===== src/integer_upscale_pixel_writer_unit_assert.svh =====
// Assertion macros shared by the queue and back-end RTL modules.
// Each macro expects signals named clk and rst_n in the enclosing module.
`ifndef INTEGER_UPSCALE_PIXEL_WRITER_UNIT_ASSERT_SVH
`define INTEGER_UPSCALE_PIXEL_WRITER_UNIT_ASSERT_SVH

// Same-cycle implication, checked outside reset.
`define IUPW_ASSERT_IMPL(name, ante, cons) \
    name: assert property (@(posedge clk) disable iff (!rst_n) (ante) |-> (cons)) \
        else $error("iupw assertion failed (same cycle)");

// Next-cycle implication, checked outside reset.
`define IUPW_ASSERT_NEXT(name, ante, cons) \
    name: assert property (@(posedge clk) disable iff (!rst_n) (ante) |=> (cons)) \
        else $error("iupw assertion failed (next cycle)");

`endif


===== src/iupw_pkg.sv =====
package iupw_pkg;

    localparam int MAX_SCALE    = 8;
    localparam int COORD_BITS   = 12;
    localparam int ADDRESS_BITS = 24;

    localparam int CHAN_W      = 8;
    localparam int DIM_W       = 13;
    localparam int LINE_W      = 16;
    localparam int PAN_W       = 24;
    localparam int PAN_FIELD_W = 12;
    localparam int PIX_BYTES_W = 3;
    localparam int LAYOUT_W    = 40;
    localparam int GROUP_W     = 10;
    localparam int WORD_W      = 32;
    localparam int ADDR_OUT_W  = 24;

    localparam int REG_ADDR_W = 6;
    localparam int APB_DATA_W = 64;

    localparam int SCALE_W = $clog2(MAX_SCALE + 1);
    localparam int PROD_W  = DIM_W + SCALE_W;
    localparam int OFF_W   = DIM_W - 1;
    localparam int CSC_W   = COORD_BITS + SCALE_W;
    localparam int BASE_W  = ((CSC_W > OFF_W) ? CSC_W : OFF_W) + 2;

    localparam int QUEUE_DEPTH = 2;
    localparam int QPTR_W      = (QUEUE_DEPTH > 1) ? $clog2(QUEUE_DEPTH) : 1;
    localparam int QCNT_W      = $clog2(QUEUE_DEPTH + 1);

    localparam logic [8:0] ROUND_HALF = 9'd127;
    localparam logic [8:0] CHAN_FULL  = 9'd255;

    typedef enum logic [2:0] {
        REG_PHYS_WIDTH,
        REG_PHYS_HEIGHT,
        REG_CANVAS_WIDTH,
        REG_CANVAS_HEIGHT,
        REG_LINE_BYTES,
        REG_PAN_OFFSETS,
        REG_PIXEL_BYTES,
        REG_CHANNEL_LAYOUT
    } reg_index_t;

    typedef struct packed {
        logic [DIM_W-1:0]       phys_width;
        logic [DIM_W-1:0]       phys_height;
        logic [DIM_W-1:0]       canvas_width;
        logic [DIM_W-1:0]       canvas_height;
        logic [LINE_W-1:0]      line_bytes;
        logic [PAN_W-1:0]       pan_offsets;
        logic [PIX_BYTES_W-1:0] pixel_bytes;
        logic [LAYOUT_W-1:0]    channel_layout;
    } cfg_t;

    typedef struct packed {
        logic [ADDRESS_BITS-1:0] start_addr;
        logic [WORD_W-1:0]       word;
        logic [SCALE_W-1:0]      scale;
        logic [PIX_BYTES_W-1:0]  bpp;
        logic                    too_small;
    } work_t;

    // Computes (v * (2^len - 1) + 127) / 255 without a divider, using
    // 2^8 = 1 modulo 255, then shifts the result to the field offset.
    function automatic logic [WORD_W-1:0] rescale_channel(
        input logic [CHAN_W-1:0]  v,
        input logic [GROUP_W-1:0] group
    );
        logic [4:0]        off;
        logic [4:0]        len;
        logic [14:0]       w;
        logic [8:0]        fold;
        logic              fold_ge;
        logic [7:0]        rem;
        logic [7:0]        quo_low;
        logic [WORD_W-1:0] rep;
        logic [WORD_W-1:0] q;
        logic [8:0]        t;
        off     = group[4:0];
        len     = group[9:5];
        w       = 15'(v) << len[2:0];
        fold    = 9'(w[14:8]) + 9'(w[7:0]);
        fold_ge = (fold >= CHAN_FULL);
        rem     = fold_ge ? 8'(fold - CHAN_FULL) : fold[7:0];
        quo_low = 8'(w[14:8]) + 8'(fold_ge);
        case (len[4:3])
            2'd0:    rep = '0;
            2'd1:    rep = WORD_W'(w);
            2'd2:    rep = WORD_W'(w) + (WORD_W'(w) << 8);
            default: rep = WORD_W'(w) + (WORD_W'(w) << 8) + (WORD_W'(w) << 16);
        endcase
        q = rep + WORD_W'(quo_low);
        t = 9'(rem) + ROUND_HALF;
        if (t < 9'(v))
        begin
            q = q - WORD_W'(1);
        end
        else if ((t - 9'(v)) >= CHAN_FULL)
        begin
            q = q + WORD_W'(1);
        end
        return q << off;
    endfunction

    function automatic logic [PIX_BYTES_W-1:0] clamp_bpp(input logic [PIX_BYTES_W-1:0] pb);
        logic [PIX_BYTES_W-1:0] r;
        if (pb < PIX_BYTES_W'(2))
        begin
            r = PIX_BYTES_W'(2);
        end
        else if (pb > PIX_BYTES_W'(4))
        begin
            r = PIX_BYTES_W'(4);
        end
        else
        begin
            r = pb;
        end
        return r;
    endfunction

    function automatic logic [WORD_W-1:0] mask_word(
        input logic [WORD_W-1:0]      word,
        input logic [PIX_BYTES_W-1:0] bpp
    );
        logic [WORD_W-1:0] r;
        case (bpp)
            PIX_BYTES_W'(2): r = word & WORD_W'(32'h0000_FFFF);
            PIX_BYTES_W'(3): r = word & WORD_W'(32'h00FF_FFFF);
            default:         r = word;
        endcase
        return r;
    endfunction

endpackage


===== src/iupw_regs.sv =====
module iupw_regs (
    input  logic                               clk,
    input  logic                               rst_n,
    input  logic                               psel,
    input  logic                               penable,
    input  logic                               pwrite,
    input  logic [iupw_pkg::REG_ADDR_W-1:0]    paddr,
    input  logic [iupw_pkg::APB_DATA_W-1:0]    pwdata,
    output logic [iupw_pkg::APB_DATA_W-1:0]    prdata,
    output logic                               pready,
    output iupw_pkg::cfg_t                     cfg
);
    import iupw_pkg::*;

    cfg_t       cfg_reg;
    reg_index_t index;
    logic       wr_en;

    assign index  = reg_index_t'(paddr[REG_ADDR_W-1:3]);
    assign wr_en  = psel && penable && pwrite;
    assign pready = 1'b1;
    assign cfg    = cfg_reg;

    always_ff @(posedge clk or negedge rst_n)
    begin
        if (!rst_n)
        begin
            cfg_reg.phys_width     <= DIM_W'(320);
            cfg_reg.phys_height    <= DIM_W'(240);
            cfg_reg.canvas_width   <= DIM_W'(320);
            cfg_reg.canvas_height  <= DIM_W'(240);
            cfg_reg.line_bytes     <= LINE_W'(640);
            cfg_reg.pan_offsets    <= '0;
            cfg_reg.pixel_bytes    <= PIX_BYTES_W'(2);
            cfg_reg.channel_layout <= '0;
        end
        else if (wr_en)
        begin
            case (index)
                REG_PHYS_WIDTH:     cfg_reg.phys_width     <= pwdata[DIM_W-1:0];
                REG_PHYS_HEIGHT:    cfg_reg.phys_height    <= pwdata[DIM_W-1:0];
                REG_CANVAS_WIDTH:   cfg_reg.canvas_width   <= pwdata[DIM_W-1:0];
                REG_CANVAS_HEIGHT:  cfg_reg.canvas_height  <= pwdata[DIM_W-1:0];
                REG_LINE_BYTES:     cfg_reg.line_bytes     <= pwdata[LINE_W-1:0];
                REG_PAN_OFFSETS:    cfg_reg.pan_offsets    <= pwdata[PAN_W-1:0];
                REG_PIXEL_BYTES:    cfg_reg.pixel_bytes    <= pwdata[PIX_BYTES_W-1:0];
                REG_CHANNEL_LAYOUT: cfg_reg.channel_layout <= pwdata[LAYOUT_W-1:0];
                default:            cfg_reg.pixel_bytes    <= cfg_reg.pixel_bytes;
            endcase
        end
    end

    always_comb
    begin
        case (index)
            REG_PHYS_WIDTH:     prdata = APB_DATA_W'(cfg_reg.phys_width);
            REG_PHYS_HEIGHT:    prdata = APB_DATA_W'(cfg_reg.phys_height);
            REG_CANVAS_WIDTH:   prdata = APB_DATA_W'(cfg_reg.canvas_width);
            REG_CANVAS_HEIGHT:  prdata = APB_DATA_W'(cfg_reg.canvas_height);
            REG_LINE_BYTES:     prdata = APB_DATA_W'(cfg_reg.line_bytes);
            REG_PAN_OFFSETS:    prdata = APB_DATA_W'(cfg_reg.pan_offsets);
            REG_PIXEL_BYTES:    prdata = APB_DATA_W'(cfg_reg.pixel_bytes);
            REG_CHANNEL_LAYOUT: prdata = APB_DATA_W'(cfg_reg.channel_layout);
            default:            prdata = '0;
        endcase
    end

endmodule


===== src/iupw_front.sv =====
module iupw_front (
    input  logic                          clk,
    input  logic                          rst_n,
    input  logic                          in_valid,
    output logic                          in_ready,
    input  logic [iupw_pkg::CHAN_W-1:0]   red,
    input  logic [iupw_pkg::CHAN_W-1:0]   green,
    input  logic [iupw_pkg::CHAN_W-1:0]   blue,
    input  logic [iupw_pkg::CHAN_W-1:0]   alpha,
    input  iupw_pkg::cfg_t                cfg,
    input  logic                          full,
    output logic                          push,
    output iupw_pkg::work_t               push_data
);
    import iupw_pkg::*;

    localparam int CMP_W = ((COORD_BITS + 1) > DIM_W) ? (COORD_BITS + 1) : DIM_W;

    typedef enum logic [2:0] {
        ST_IDLE,
        ST_SCALE,
        ST_OFFSET,
        ST_BASE,
        ST_PUSH
    } state_t;

    state_t                  state_reg, state_next;
    logic [COORD_BITS-1:0]   canvas_col_reg, canvas_col_next;
    logic [COORD_BITS-1:0]   canvas_row_reg, canvas_row_next;
    logic [CHAN_W-1:0]       red_reg, red_next;
    logic [CHAN_W-1:0]       green_reg, green_next;
    logic [CHAN_W-1:0]       blue_reg, blue_next;
    logic [CHAN_W-1:0]       alpha_reg, alpha_next;
    logic [COORD_BITS-1:0]   col_snap_reg, col_snap_next;
    logic [COORD_BITS-1:0]   row_snap_reg, row_snap_next;
    logic [SCALE_W-1:0]      scale_reg, scale_next;
    logic [WORD_W-1:0]       word_reg, word_next;
    logic [OFF_W-1:0]        offx_reg, offx_next;
    logic [OFF_W-1:0]        offy_reg, offy_next;
    logic [CSC_W-1:0]        colsc_reg, colsc_next;
    logic [CSC_W-1:0]        rowsc_reg, rowsc_next;
    logic [BASE_W-1:0]       basex_reg, basex_next;
    logic [BASE_W-1:0]       basey_reg, basey_next;

    logic                    accept;
    logic [COORD_BITS:0]     col_inc;
    logic [COORD_BITS:0]     row_inc;
    logic [SCALE_W-1:0]      scale_calc;
    logic [WORD_W-1:0]       word_calc;
    logic [PIX_BYTES_W-1:0]  bpp;
    logic [PROD_W-1:0]       prod_w;
    logic [PROD_W-1:0]       prod_h;
    logic [ADDRESS_BITS-1:0] row_part;
    logic [ADDRESS_BITS-1:0] col_part;

    assign bpp = clamp_bpp(cfg.pixel_bytes);

    always_comb
    begin
        scale_calc = '0;
        for (int s = 1; s <= MAX_SCALE; s++)
        begin
            if ((PROD_W'(cfg.canvas_width) * PROD_W'(s) <= PROD_W'(cfg.phys_width)) &&
                (PROD_W'(cfg.canvas_height) * PROD_W'(s) <= PROD_W'(cfg.phys_height)))
            begin
                scale_calc = scale_calc + SCALE_W'(1);
            end
        end
        if (cfg.canvas_width == '0 || cfg.canvas_height == '0)
        begin
            scale_calc = '0;
        end
    end

    assign word_calc = mask_word(
        rescale_channel(red_reg,   cfg.channel_layout[GROUP_W-1:0]) |
        rescale_channel(green_reg, cfg.channel_layout[2*GROUP_W-1:GROUP_W]) |
        rescale_channel(blue_reg,  cfg.channel_layout[3*GROUP_W-1:2*GROUP_W]) |
        rescale_channel(alpha_reg, cfg.channel_layout[4*GROUP_W-1:3*GROUP_W]),
        bpp);

    assign prod_w   = PROD_W'(cfg.canvas_width) * PROD_W'(scale_reg);
    assign prod_h   = PROD_W'(cfg.canvas_height) * PROD_W'(scale_reg);
    assign row_part = ADDRESS_BITS'(basey_reg) * ADDRESS_BITS'(cfg.line_bytes);
    assign col_part = ADDRESS_BITS'(basex_reg) * ADDRESS_BITS'(bpp);
    assign col_inc  = {1'b0, canvas_col_reg} + (COORD_BITS + 1)'(1);
    assign row_inc  = {1'b0, canvas_row_reg} + (COORD_BITS + 1)'(1);

    always_comb
    begin
        state_next      = state_reg;
        canvas_col_next = canvas_col_reg;
        canvas_row_next = canvas_row_reg;
        red_next        = red_reg;
        green_next      = green_reg;
        blue_next       = blue_reg;
        alpha_next      = alpha_reg;
        col_snap_next   = col_snap_reg;
        row_snap_next   = row_snap_reg;
        scale_next      = scale_reg;
        word_next       = word_reg;
        offx_next       = offx_reg;
        offy_next       = offy_reg;
        colsc_next      = colsc_reg;
        rowsc_next      = rowsc_reg;
        basex_next      = basex_reg;
        basey_next      = basey_reg;
        in_ready        = 1'b0;
        push            = 1'b0;
        push_data       = '0;

        case (state_reg)
            ST_IDLE:
            begin
                in_ready = 1'b1;
                if (in_valid)
                begin
                    state_next = ST_SCALE;
                end
            end
            ST_SCALE:
            begin
                scale_next = scale_calc;
                word_next  = word_calc;
                state_next = ST_OFFSET;
            end
            ST_OFFSET:
            begin
                offx_next  = OFF_W'((PROD_W'(cfg.phys_width) - prod_w) >> 1);
                offy_next  = OFF_W'((PROD_W'(cfg.phys_height) - prod_h) >> 1);
                colsc_next = CSC_W'(col_snap_reg) * CSC_W'(scale_reg);
                rowsc_next = CSC_W'(row_snap_reg) * CSC_W'(scale_reg);
                state_next = ST_BASE;
            end
            ST_BASE:
            begin
                basex_next = BASE_W'(colsc_reg) + BASE_W'(offx_reg) +
                             BASE_W'(cfg.pan_offsets[PAN_FIELD_W-1:0]);
                basey_next = BASE_W'(rowsc_reg) + BASE_W'(offy_reg) +
                             BASE_W'(cfg.pan_offsets[2*PAN_FIELD_W-1:PAN_FIELD_W]);
                state_next = ST_PUSH;
            end
            ST_PUSH:
            begin
                if (!full)
                begin
                    push     = 1'b1;
                    in_ready = 1'b1;
                    if (scale_reg == '0)
                    begin
                        push_data.too_small = 1'b1;
                        push_data.scale     = scale_reg;
                        push_data.bpp       = bpp;
                    end
                    else
                    begin
                        push_data.start_addr = row_part + col_part;
                        push_data.word       = word_reg;
                        push_data.scale      = scale_reg;
                        push_data.bpp        = bpp;
                        push_data.too_small  = 1'b0;
                    end
                    state_next = in_valid ? ST_SCALE : ST_IDLE;
                end
            end
            default:
            begin
                state_next = ST_IDLE;
            end
        endcase

        accept = in_valid && in_ready;
        if (accept)
        begin
            red_next      = red;
            green_next    = green;
            blue_next     = blue;
            alpha_next    = alpha;
            col_snap_next = canvas_col_reg;
            row_snap_next = canvas_row_reg;
            if (col_inc[COORD_BITS] || (CMP_W'(col_inc) >= CMP_W'(cfg.canvas_width)))
            begin
                canvas_col_next = '0;
                if (row_inc[COORD_BITS] || (CMP_W'(row_inc) >= CMP_W'(cfg.canvas_height)))
                begin
                    canvas_row_next = '0;
                end
                else
                begin
                    canvas_row_next = row_inc[COORD_BITS-1:0];
                end
            end
            else
            begin
                canvas_col_next = col_inc[COORD_BITS-1:0];
            end
        end
    end

    always_ff @(posedge clk or negedge rst_n)
    begin
        if (!rst_n)
        begin
            state_reg      <= ST_IDLE;
            canvas_col_reg <= '0;
            canvas_row_reg <= '0;
        end
        else
        begin
            state_reg      <= state_next;
            canvas_col_reg <= canvas_col_next;
            canvas_row_reg <= canvas_row_next;
        end
    end

    always_ff @(posedge clk)
    begin
        red_reg      <= red_next;
        green_reg    <= green_next;
        blue_reg     <= blue_next;
        alpha_reg    <= alpha_next;
        col_snap_reg <= col_snap_next;
        row_snap_reg <= row_snap_next;
        scale_reg    <= scale_next;
        word_reg     <= word_next;
        offx_reg     <= offx_next;
        offy_reg     <= offy_next;
        colsc_reg    <= colsc_next;
        rowsc_reg    <= rowsc_next;
        basex_reg    <= basex_next;
        basey_reg    <= basey_next;
    end

endmodule


===== src/iupw_fifo.sv =====
`include "integer_upscale_pixel_writer_unit_assert.svh"

module iupw_fifo (
    input  logic            clk,
    input  logic            rst_n,
    input  logic            push,
    input  iupw_pkg::work_t push_data,
    output logic            full,
    input  logic            pop,
    output iupw_pkg::work_t head,
    output logic            empty
);
    import iupw_pkg::*;

    work_t              entry_reg [QUEUE_DEPTH];
    logic [QPTR_W-1:0]  wr_ptr_reg, wr_ptr_next;
    logic [QPTR_W-1:0]  rd_ptr_reg, rd_ptr_next;
    logic [QCNT_W-1:0]  count_reg, count_next;

    assign full  = (count_reg == QCNT_W'(QUEUE_DEPTH));
    assign empty = (count_reg == '0);
    assign head  = entry_reg[rd_ptr_reg];

    always_comb
    begin
        wr_ptr_next = wr_ptr_reg;
        rd_ptr_next = rd_ptr_reg;
        count_next  = count_reg;
        if (push)
        begin
            wr_ptr_next = (wr_ptr_reg == QPTR_W'(QUEUE_DEPTH - 1)) ? '0
                                                                    : wr_ptr_reg + QPTR_W'(1);
        end
        if (pop)
        begin
            rd_ptr_next = (rd_ptr_reg == QPTR_W'(QUEUE_DEPTH - 1)) ? '0
                                                                    : rd_ptr_reg + QPTR_W'(1);
        end
        if (push && !pop)
        begin
            count_next = count_reg + QCNT_W'(1);
        end
        else if (pop && !push)
        begin
            count_next = count_reg - QCNT_W'(1);
        end
    end

    always_ff @(posedge clk or negedge rst_n)
    begin
        if (!rst_n)
        begin
            wr_ptr_reg <= '0;
            rd_ptr_reg <= '0;
            count_reg  <= '0;
        end
        else
        begin
            wr_ptr_reg <= wr_ptr_next;
            rd_ptr_reg <= rd_ptr_next;
            count_reg  <= count_next;
        end
    end

    always_ff @(posedge clk)
    begin
        if (push)
        begin
            entry_reg[wr_ptr_reg] <= push_data;
        end
    end

    `IUPW_ASSERT_IMPL(fifo_no_overflow, push, !full)
    `IUPW_ASSERT_IMPL(fifo_no_underflow, pop, !empty)
    `IUPW_ASSERT_NEXT(fifo_fill_shows, push && !pop, !empty)

endmodule


===== src/iupw_back.sv =====
`include "integer_upscale_pixel_writer_unit_assert.svh"

module iupw_back (
    input  logic                              clk,
    input  logic                              rst_n,
    input  logic                              empty,
    input  iupw_pkg::work_t                   head,
    output logic                              pop,
    input  logic [iupw_pkg::LINE_W-1:0]       line_bytes,
    output logic                              out_valid,
    input  logic                              out_ready,
    output logic [iupw_pkg::ADDR_OUT_W-1:0]   byte_address,
    output logic [iupw_pkg::WORD_W-1:0]       pixel_word,
    output logic                              last_of_pixel,
    output logic                              too_small
);
    import iupw_pkg::*;

    logic                    active_reg, active_next;
    work_t                   cur_reg, cur_next;
    logic [ADDRESS_BITS-1:0] addr_reg, addr_next;
    logic [ADDRESS_BITS-1:0] row_start_reg, row_start_next;
    logic [SCALE_W-1:0]      dx_reg, dx_next;
    logic [SCALE_W-1:0]      dy_reg, dy_next;
    logic                    out_valid_reg, out_valid_next;
    logic [ADDR_OUT_W-1:0]   byte_address_reg, byte_address_next;
    logic [WORD_W-1:0]       pixel_word_reg, pixel_word_next;
    logic                    last_of_pixel_reg, last_of_pixel_next;
    logic                    too_small_reg, too_small_next;

    logic                    out_free;
    logic                    emit;
    logic                    row_end;
    logic                    last_cur;
    logic                    square_ok;
    logic [ADDRESS_BITS-1:0] new_row;

    assign out_free  = !out_valid_reg || out_ready;
    assign emit      = active_reg && out_free;
    assign row_end   = (dx_reg == cur_reg.scale - SCALE_W'(1));
    assign last_cur  = cur_reg.too_small ||
                       (row_end && (dy_reg == cur_reg.scale - SCALE_W'(1)));
    assign pop       = !empty && (!active_reg || (emit && last_cur));
    assign new_row   = row_start_reg + ADDRESS_BITS'(line_bytes);
    assign square_ok = (dx_reg < cur_reg.scale) && (dy_reg < cur_reg.scale);

    always_comb
    begin
        active_next        = active_reg;
        cur_next           = cur_reg;
        addr_next          = addr_reg;
        row_start_next     = row_start_reg;
        dx_next            = dx_reg;
        dy_next            = dy_reg;
        out_valid_next     = out_valid_reg;
        byte_address_next  = byte_address_reg;
        pixel_word_next    = pixel_word_reg;
        last_of_pixel_next = last_of_pixel_reg;
        too_small_next     = too_small_reg;

        if (out_valid_reg && out_ready)
        begin
            out_valid_next = 1'b0;
        end

        if (emit)
        begin
            out_valid_next     = 1'b1;
            byte_address_next  = ADDR_OUT_W'(addr_reg);
            pixel_word_next    = cur_reg.word;
            last_of_pixel_next = last_cur;
            too_small_next     = cur_reg.too_small;
            if (last_cur)
            begin
                active_next = 1'b0;
            end
            else if (row_end)
            begin
                dx_next        = '0;
                dy_next        = dy_reg + SCALE_W'(1);
                row_start_next = new_row;
                addr_next      = new_row;
            end
            else
            begin
                dx_next   = dx_reg + SCALE_W'(1);
                addr_next = addr_reg + ADDRESS_BITS'(cur_reg.bpp);
            end
        end

        if (pop)
        begin
            active_next    = 1'b1;
            cur_next       = head;
            addr_next      = head.start_addr;
            row_start_next = head.start_addr;
            dx_next        = '0;
            dy_next        = '0;
        end
    end

    always_ff @(posedge clk or negedge rst_n)
    begin
        if (!rst_n)
        begin
            active_reg    <= 1'b0;
            out_valid_reg <= 1'b0;
        end
        else
        begin
            active_reg    <= active_next;
            out_valid_reg <= out_valid_next;
        end
    end

    always_ff @(posedge clk)
    begin
        cur_reg           <= cur_next;
        addr_reg          <= addr_next;
        row_start_reg     <= row_start_next;
        dx_reg            <= dx_next;
        dy_reg            <= dy_next;
        byte_address_reg  <= byte_address_next;
        pixel_word_reg    <= pixel_word_next;
        last_of_pixel_reg <= last_of_pixel_next;
        too_small_reg     <= too_small_next;
    end

    assign out_valid     = out_valid_reg;
    assign byte_address  = byte_address_reg;
    assign pixel_word    = pixel_word_reg;
    assign last_of_pixel = last_of_pixel_reg;
    assign too_small     = too_small_reg;

    `IUPW_ASSERT_IMPL(back_square_range, active_reg && !cur_reg.too_small, square_ok)
    `IUPW_ASSERT_IMPL(back_error_is_last, out_valid_reg && too_small_reg, last_of_pixel_reg)

endmodule


===== src/integer_upscale_pixel_writer_unit.sv =====
// Canvas pixels enter one transaction at a time in raster order and each one leaves as
// scale*scale framebuffer write transactions (byte address, packed pixel word, last flag),
// or as a single too_small transaction when the framebuffer cannot hold the canvas. For each
// canvas pixel the front sequencer steps through scale search and channel packing, centering
// offsets, base coordinates and the address multiply, and the back end issues one write per
// cycle while out_ready allows, from a two-entry queue. The registers must be written over
// the APB port only while no pixel is in flight; the block itself does not enforce this.
module integer_upscale_pixel_writer_unit (
    input  logic                               clk,
    input  logic                               rst_n,
    input  logic                               psel,
    input  logic                               penable,
    input  logic                               pwrite,
    input  logic [iupw_pkg::REG_ADDR_W-1:0]    paddr,
    input  logic [iupw_pkg::APB_DATA_W-1:0]    pwdata,
    output logic [iupw_pkg::APB_DATA_W-1:0]    prdata,
    output logic                               pready,
    input  logic                               in_valid,
    output logic                               in_ready,
    input  logic [iupw_pkg::CHAN_W-1:0]        red,
    input  logic [iupw_pkg::CHAN_W-1:0]        green,
    input  logic [iupw_pkg::CHAN_W-1:0]        blue,
    input  logic [iupw_pkg::CHAN_W-1:0]        alpha,
    output logic                               out_valid,
    input  logic                               out_ready,
    output logic [iupw_pkg::ADDR_OUT_W-1:0]    byte_address,
    output logic [iupw_pkg::WORD_W-1:0]        pixel_word,
    output logic                               last_of_pixel,
    output logic                               too_small
);
    import iupw_pkg::*;

    cfg_t  cfg;
    work_t push_data;
    work_t head;
    logic  push;
    logic  pop;
    logic  full;
    logic  empty;

    iupw_regs u_regs (
        .clk     (clk),
        .rst_n   (rst_n),
        .psel    (psel),
        .penable (penable),
        .pwrite  (pwrite),
        .paddr   (paddr),
        .pwdata  (pwdata),
        .prdata  (prdata),
        .pready  (pready),
        .cfg     (cfg)
    );

    iupw_front u_front (
        .clk       (clk),
        .rst_n     (rst_n),
        .in_valid  (in_valid),
        .in_ready  (in_ready),
        .red       (red),
        .green     (green),
        .blue      (blue),
        .alpha     (alpha),
        .cfg       (cfg),
        .full      (full),
        .push      (push),
        .push_data (push_data)
    );

    iupw_fifo u_fifo (
        .clk       (clk),
        .rst_n     (rst_n),
        .push      (push),
        .push_data (push_data),
        .full      (full),
        .pop       (pop),
        .head      (head),
        .empty     (empty)
    );

    iupw_back u_back (
        .clk           (clk),
        .rst_n         (rst_n),
        .empty         (empty),
        .head          (head),
        .pop           (pop),
        .line_bytes    (cfg.line_bytes),
        .out_valid     (out_valid),
        .out_ready     (out_ready),
        .byte_address  (byte_address),
        .pixel_word    (pixel_word),
        .last_of_pixel (last_of_pixel),
        .too_small     (too_small)
    );

endmodule

===== config.mk =====
export PLATFORM = sky130hd
export DESIGN_NAME = integer_upscale_pixel_writer_unit
export DESIGN_NICKNAME = d
export VERILOG_FILES = /design/src/iupw_pkg.sv /design/src/iupw_regs.sv /design/src/iupw_front.sv /design/src/iupw_fifo.sv /design/src/iupw_back.sv /design/src/integer_upscale_pixel_writer_unit.sv
export VERILOG_INCLUDE_DIRS = /design/src /design/src/src
export SDC_FILE = /design/constraint.sdc
export NUM_CORES = 2
export LEC_CHECK = 0
export BUFFER_PORTS_ARGS = -buffer_cell sky130_fd_sc_hd__buf_2
export CAP_MARGIN = 10
export CORE_MARGIN = 8
export CORE_UTILIZATION = 45
export DETAILED_ROUTE_END_ITERATION = 8
export PLACE_DENSITY = 0.7
export SLEW_MARGIN = 20
export SYNTH_ARGS = -nofsm -noshare
export SYNTH_HDL_FRONTEND = slang
export SYNTH_HIERARCHICAL = 1
export SYNTH_SLANG_ARGS = --single-unit

===== constraint.sdc =====
create_clock -name clk -period 9.75 [get_ports clk]
set_input_delay 1.95 -clock clk [delete_from_list [all_inputs] [get_ports clk]]
set_output_delay 1.95 -clock clk [all_outputs]
set_load 0.02 [all_outputs]

## Word level (Yosys, flattened, before mapping)

Memories as Yosys holds them, arrays and structs flattened.
Cells that the tools add are included.

- Register bits after elaboration: 506
- Latch bits: 0
- RAM bits: 128
- Bits in read-only memories: 0
- Input bits: 109
- Output and inout bits: 125
- Logic and storage cells: 313
- Memories kept: 1

- Add/subtract/negate cells: 65
- $mul: 14
- Div/mod/pow operators: 0
- Magnitude comparators: 32
- Eq/ne operators: 27
- Shift operators: 8
- Mux-type cells: 61
- Bitwise logic cells: 4
- Reductions and logical operators: 59

Memories:

| name | depth | bits a word | read ports | clocked after memory_dff | wr ports | line | text |
|---|---|---|---|---|---|---|---|
| u_fifo.entry_reg | 2 | 64 | 1 | 0 | 1 | iupw_fifo.sv:15 | `work_t entry_reg [QUEUE_DEPTH];` |

Operators with widths:

| operator | number |
|---|---|
| $pmux 64 s8 | 1 |
| $pmux 32 s3 | 4 |
| $mux 32 | 8 |
| $mux 24 | 8 |
| $add 32x1->32 const B | 4 |
| $add 32x31->32 | 4 |
| $add 32x8->32 | 4 |
| $le 16x13->1 | 8 |
| $mux 64 | 2 |
| $shl 32x5->32 | 4 |
| $sub 32x1->32 const B | 4 |
| $add 15x23->24 | 4 |
| $or 32x32->32 | 3 |
| $ge 9x8->1 const B | 8 |
| $mul 13x3->16 const B | 4 |
| $pmux 32 s2 | 1 |
| $le 15x13->1 | 4 |
| $mul 13x2->15 const B | 4 |
| $shl 8x3->15 | 4 |
| $mux 56 | 1 |
| $add 18x12->18 | 2 |
| $add 7x8->9 | 4 |
| $add 8x7->9 const B | 4 |
| $lt 9x8->1 | 4 |
| other kinds (50) | 172 |

## Logic depth before layout (Yosys ltp)

- Depth in word-level cells: 17
- Mapped depth: 40
- Mapped depth without buffers: 39

## Hierarchy

Netlist, hierarchy kept.

Modules (own cells, without submodules):

| module | instances | cells each | area each (um^2) | seq. area each (um^2) |
|---|---|---|---|---|
| iupw_front | 1 | 7816 | 61866.8 | 6140.9 |
| iupw_back | 1 | 565 | 7136.8 | 4594.4 |
| iupw_regs | 1 | 485 | 6376.1 | 3397.0 |
| iupw_fifo | 1 | 215 | 5011.1 | 3943.8 |

## Worst setup path before layout

Ideal clock, no wire load.

- Path kind: flip-flop to flip-flop
- Start: reg u_regs.cfg_reg (netlist bit u_regs/cfg[15])
- End: reg u_front.word_reg[30], data pin
- Library setup time: 272 ps
- Arrival: 10135 ps
- Required time: 9478 ps
- Slack: -657 ps
- Stages on the path, launching flop included: 39
- Path buffers: 3
- Clock period less this slack: 10407 ps
- Cells stage by stage: dfrtp_1 -> buf_4 -> buf_4 -> mux2_2 -> a211o_1 -> nand2_1 -> inv_2 -> ha_1 -> ha_1 -> or4_1 -> nand2_1 -> nor2_1 -> a41oi_1 -> mux2i_1 -> ha_1 -> o211ai_1 -> a21oi_2 -> clkbuf_1 -> (+3 left out) -> nor3_1 -> or4b_2 -> a2111oi_0 -> nand4_1 -> nor4b_1 -> nor2_1 -> nor2_1 -> nand2_1 -> mux2i_1 -> o21ai_1 -> o31ai_1 -> xnor2_1 -> mux4_2 -> mux2i_1 -> o221ai_1 -> a221oi_1 -> a41oi_1 -> or4_1

- Cells in the longest elaborated chain, start to end: 14
- Elaborated cells between the ends (all ways): 23
- Those cells by class: add/sub (10); order compare (3); shift (2); mux (5); bitwise (3)

RTL lines:

| element | line | text |
|---|---|---|
| from (decl) | iupw_regs.sv:15 | `cfg_t cfg_reg;` |
| $shl 8x3->15 (*) | iupw_pkg.sv:82 | `w = 15'(v) << len[2:0];` |
| branches (longest 7 deep; another with $add 32x31->32) | n/a |  |
| $mux 32 (*) | iupw_pkg.sv:95 | `if (t < 9'(v))` |
| $shl 32x5->32 (*) | iupw_pkg.sv:103 | `return q << off;` |
| $or 32x32->32 (*) | iupw_front.sv:76 | `rescale_channel(red_reg, cfg.channel_layout[GROUP_W-1:0]) \|` |
| $or 32x32->32 (*) | iupw_front.sv:77 | `rescale_channel(green_reg, cfg.channel_layout[2*GROUP_W-1:GROUP_W]) \|` |
| $or 32x32->32 (*) | iupw_front.sv:78 | `rescale_channel(blue_reg, cfg.channel_layout[3*GROUP_W-1:2*GROUP_W]) \|` |
| $pmux 32 s2 (*) | iupw_pkg.sv:128 | `case (bpp)` |
| to (signal assigned) | iupw_front.sv:225 | `word_reg <= word_next;` |
| to (decl) | iupw_front.sv:37 | `logic [WORD_W-1:0] word_reg, word_next;` |

Mark *: on every way between the ends.
A chain may end at the register's enable or synchronous reset.

## Worst setup path after layout

- Start: reg u_regs.cfg_reg (netlist bit u_regs/cfg[5])
- End: reg u_front.word_reg[28], data pin

The elaborated chain is that of the path after synthesis.

==> impl_metrics.ini <==
[outcome]
status = complete, but fails checks
violations = design-rule violations

[final_layout]
area_growth_pct = 9.51
drive_gt1_frac = 0.131
final_util = 0.495
nNetsFinal = 10500
fillCellCount = 16600
largest_register_ff_count = 135

[sta]
min_period_ns = 9.38
relSlewSlack = 0.260
drv_slew = 0
finalSetupViolCount = 0
skew_ns = 0.0587
worst_slack_ns = 0.366
worstMarginPinSlew_ns = 1.11
holdWs_ns = 0.419
hold_viol = 0
fin_crit_sh = 0.962
fmax_mhz = 107

[floorplanning]
rows = 155
die-area_um2 = 192000
fp.dieW_um = 439
ioPinCount = 234
fp.dieH_um = 439
start_util = 0.452
coreArea_um2 = 178000

[clock_tree]
hold_buffers = 0
clk_pin_slew_ns = 0.07
cts-buffers-inserted = 77
cts_root_buf = clkbuf_16
clockBufferDepth = 3
cts_tree = built
htree_levels = 3
cts_num_sinks = 632
clk_latency_ns = 0.74

[pwr]
p_leak_nw = 36.8
peakVddDrop_v = 0.000799
power_density_nw_per_um2 = 389

[worst_setup_path]
rr_endpoint = u_front/word_reg[28]$_SDFFCE_PN0P_
crit_slowest_cell = a2111oi_0
crit_top_cell = buf_4
endpoint_kind = flip-flop
crit_path_start_kind = flip-flop
crit_start = u_regs/cfg[5]$_DFFE_PN0P_
endpoint = u_front/word_reg[28]$_SDFFCE_PN0P_
critPathMaxFanout = 6
rrSetupSlack_ns = 0.37
path_class = reg -> reg
slowest_delay_ns = 0.65
critical-path-top-delay-family = compound AO/OA/AOI/OAI gates
r2r_cells = 33
required_ns = 10.20
r2r-start = u_regs/cfg[5]$_DFFE_PN0P_
cp_num_cells = 33
worstPathArrival_ns = 9.83
critPathBufInv = 6

[route]
met3_wirelength_um = 18600
drtAntennaViolNets = 0
vias_per_cell = 6.20
vias = 72700
top_layer_used = met5
drtIter0Drc = 7260
met2_length_um = 117000
met1_length_um = 113000
drc = 16
wl_per_cell_um = 22.3
drtPass1Iterations = 9
finalWirelength_um = 261000

[synth]
syn_inst = 9081
ys_ff_latch = 632
synth_cell_types = 127
synth_edf_count = 456
syn-cell-area_um2 = 80400
ys_warn_count = 6
synth_ff_type = edfxtp_1
ys_seq_area_frac = 0.225
post_synth.cell_area_avg_um2 = 8.85
async_flop_share = 0.266

[global_routing]
grt_pass1_wl_um = 404000
grt_usage = 0.258
grt-ovfl-total = 0
antenna_found_initial = 9
grt_max_degree = 72
grt_pass1_vias = 70900

[place]
finalWeightedCongestion = 0.997
dp_slack_ns = -0.0526
io_buffers = 181
dpl.hpwl_um = 203000

[run]
maxCapViolCount = 0

[worst_hold_path]
hp-class = reg -> reg
through the flow:
stage	TNS [ns]	instances	cell area, um^2	total power [W]
finish	0	11700	88000	0.0343
global route	-0.316	11700	88000	0.0373
CTS	0	11700	87700	0.0339
detailed placement	-0.0526	11600	85000	0.0307
global placement	0	11600	85000	0.0301
floorplan	0	9104	80500	0.0239
final cells by class:
cell class / count / area, um^2 / share of cell area
multi-input cells: 7370 / 58300 / 0.662
flip-flops and latches: 632 / 18100 / 0.206
repair buffers: 505 / 3360 / 0.0382
well taps: 2355 / 2950 / 0.0335
inverters: 717 / 2700 / 0.0306
clock buffers: 90 / 1990 / 0.0226
clock inverters: 52 / 639 / 0.00726
diodes: 3 / 7.51 / 0.0000853
report_power, final:
part | internal [W] | leakage (nW) | switching [W]
clock | 0.00166 | 1.24 | 0.00131
sequential | 0.00434 | 6.48 | 0.000949
combinational | 0.0107 | 29.1 | 0.0153
placed cells by master (no fill, tap or decap), drive strengths merged, types with 87 or more instances in the layout:
master	synthesis	routed
mux2	302	302
nor2	562	562
buf	109	504
inv	703	709
nand2	948	948
xor2	185	185
nor3	212	212
and2	250	250
nand3	251	251
a21oi	429	429
nand2b	115	115
mux2i	215	215
xnor2	432	432
nor2b	87	87
o21ai	394	394
nor4	108	108
clkbuf	276	91
nand4	127	127
a21o	130	130
and3	108	108
o211ai	101	101
dfrtp	153	153
fa	392	392
edfxtp	456	456
ha	648	648
worst register-to-register path, delay by kind of cell (launching register included):
kind | cells | cell delay (ns)
buffers and inverters | 6 | 1.06
xor gates and xnor gates | 2 | 0.33
and+or+nand+nor | 6 | 2.26
DFF | 1 | 0.43
adders and majority gates | 4 | 0.90
AOI/OAI and AO/OA | 12 | 3.26
muxes | 3 | 0.88
how the worst min path moves through the flow:
stage	to	depth (start not counted)	start	slack, ns
after floorplan	u_back/pixel_word[0]$_DFFE_PP_	0	u_back/cur_reg[8]$_DFFE_PP_	0.40
after global routing	u_back/pixel_word[16]$_DFFE_PP_	0	u_back/cur_reg[24]$_DFFE_PP_	0.42
final	u_back/pixel_word[23]$_DFFE_PP_	0	u_back/cur_reg[31]$_DFFE_PP_	0.42
after global placement	u_back/pixel_word[5]$_DFFE_PP_	0	u_back/cur_reg[13]$_DFFE_PP_	0.41
after detailed placement	u_back/pixel_word[23]$_DFFE_PP_	0	u_back/cur_reg[31]$_DFFE_PP_	0.40
after CTS	u_back/pixel_word[23]$_DFFE_PP_	0	u_back/cur_reg[31]$_DFFE_PP_	0.42
cell usage after synthesis, drive strengths merged (109+ instances only):
| cell | n | area (um^2) |
|---|---|---|
| inv | 703 | 2640 |
| nand2 | 948 | 3560 |
| and2 | 250 | 1560 |
| clkbuf | 276 | 1040 |
| buf | 109 | 689 |
| a21oi | 429 | 2150 |
| a21o | 130 | 976 |
| nor2 | 562 | 2120 |
| ha | 648 | 8110 |
| dfrtp | 153 | 3830 |
| nand3 | 251 | 1270 |
| nand2b | 115 | 719 |
| o21ai | 394 | 1990 |
| xnor2 | 432 | 3790 |
| edfxtp | 456 | 13700 |
| mux2 | 302 | 3590 |
| xor2 | 185 | 1620 |
| nor3 | 212 | 1100 |
| nand4 | 127 | 801 |
| mux2i | 215 | 2150 |
| fa | 392 | 7850 |
per-layer routing:
layer  up-vias  global-route usage
li1      33400                   -
met1     35600               0.351
met2      3085               0.413
met3       577              0.0333
met4         4               0.115
met5         -                   0
kinds of logic (layout without fill, tap and decap cells):
logic type,after synthesis,count (layout),synth area share
adder cells (fa/ha/maj),1040,1040,0.198
buffers and inverters,1102,1364,0.0550
AO/OA/AOI/OAI,2032,2032,0.174
AND/OR/NAND/NOR,3076,3076,0.191
flip-flops,632,632,0.225
other,2,28,0.0000934
XOR/XNOR,622,622,0.0687
multiplexers,575,575,0.0877
timing repair:
action	CTS	global route
setup buffers	0	15
resized for setup	5	65
endpoints found under the setup margin	3	24
hold endpoints to repair	0	0
cloned	0	0
pin swaps	0	8
Power figures use the tool's default switching activity.
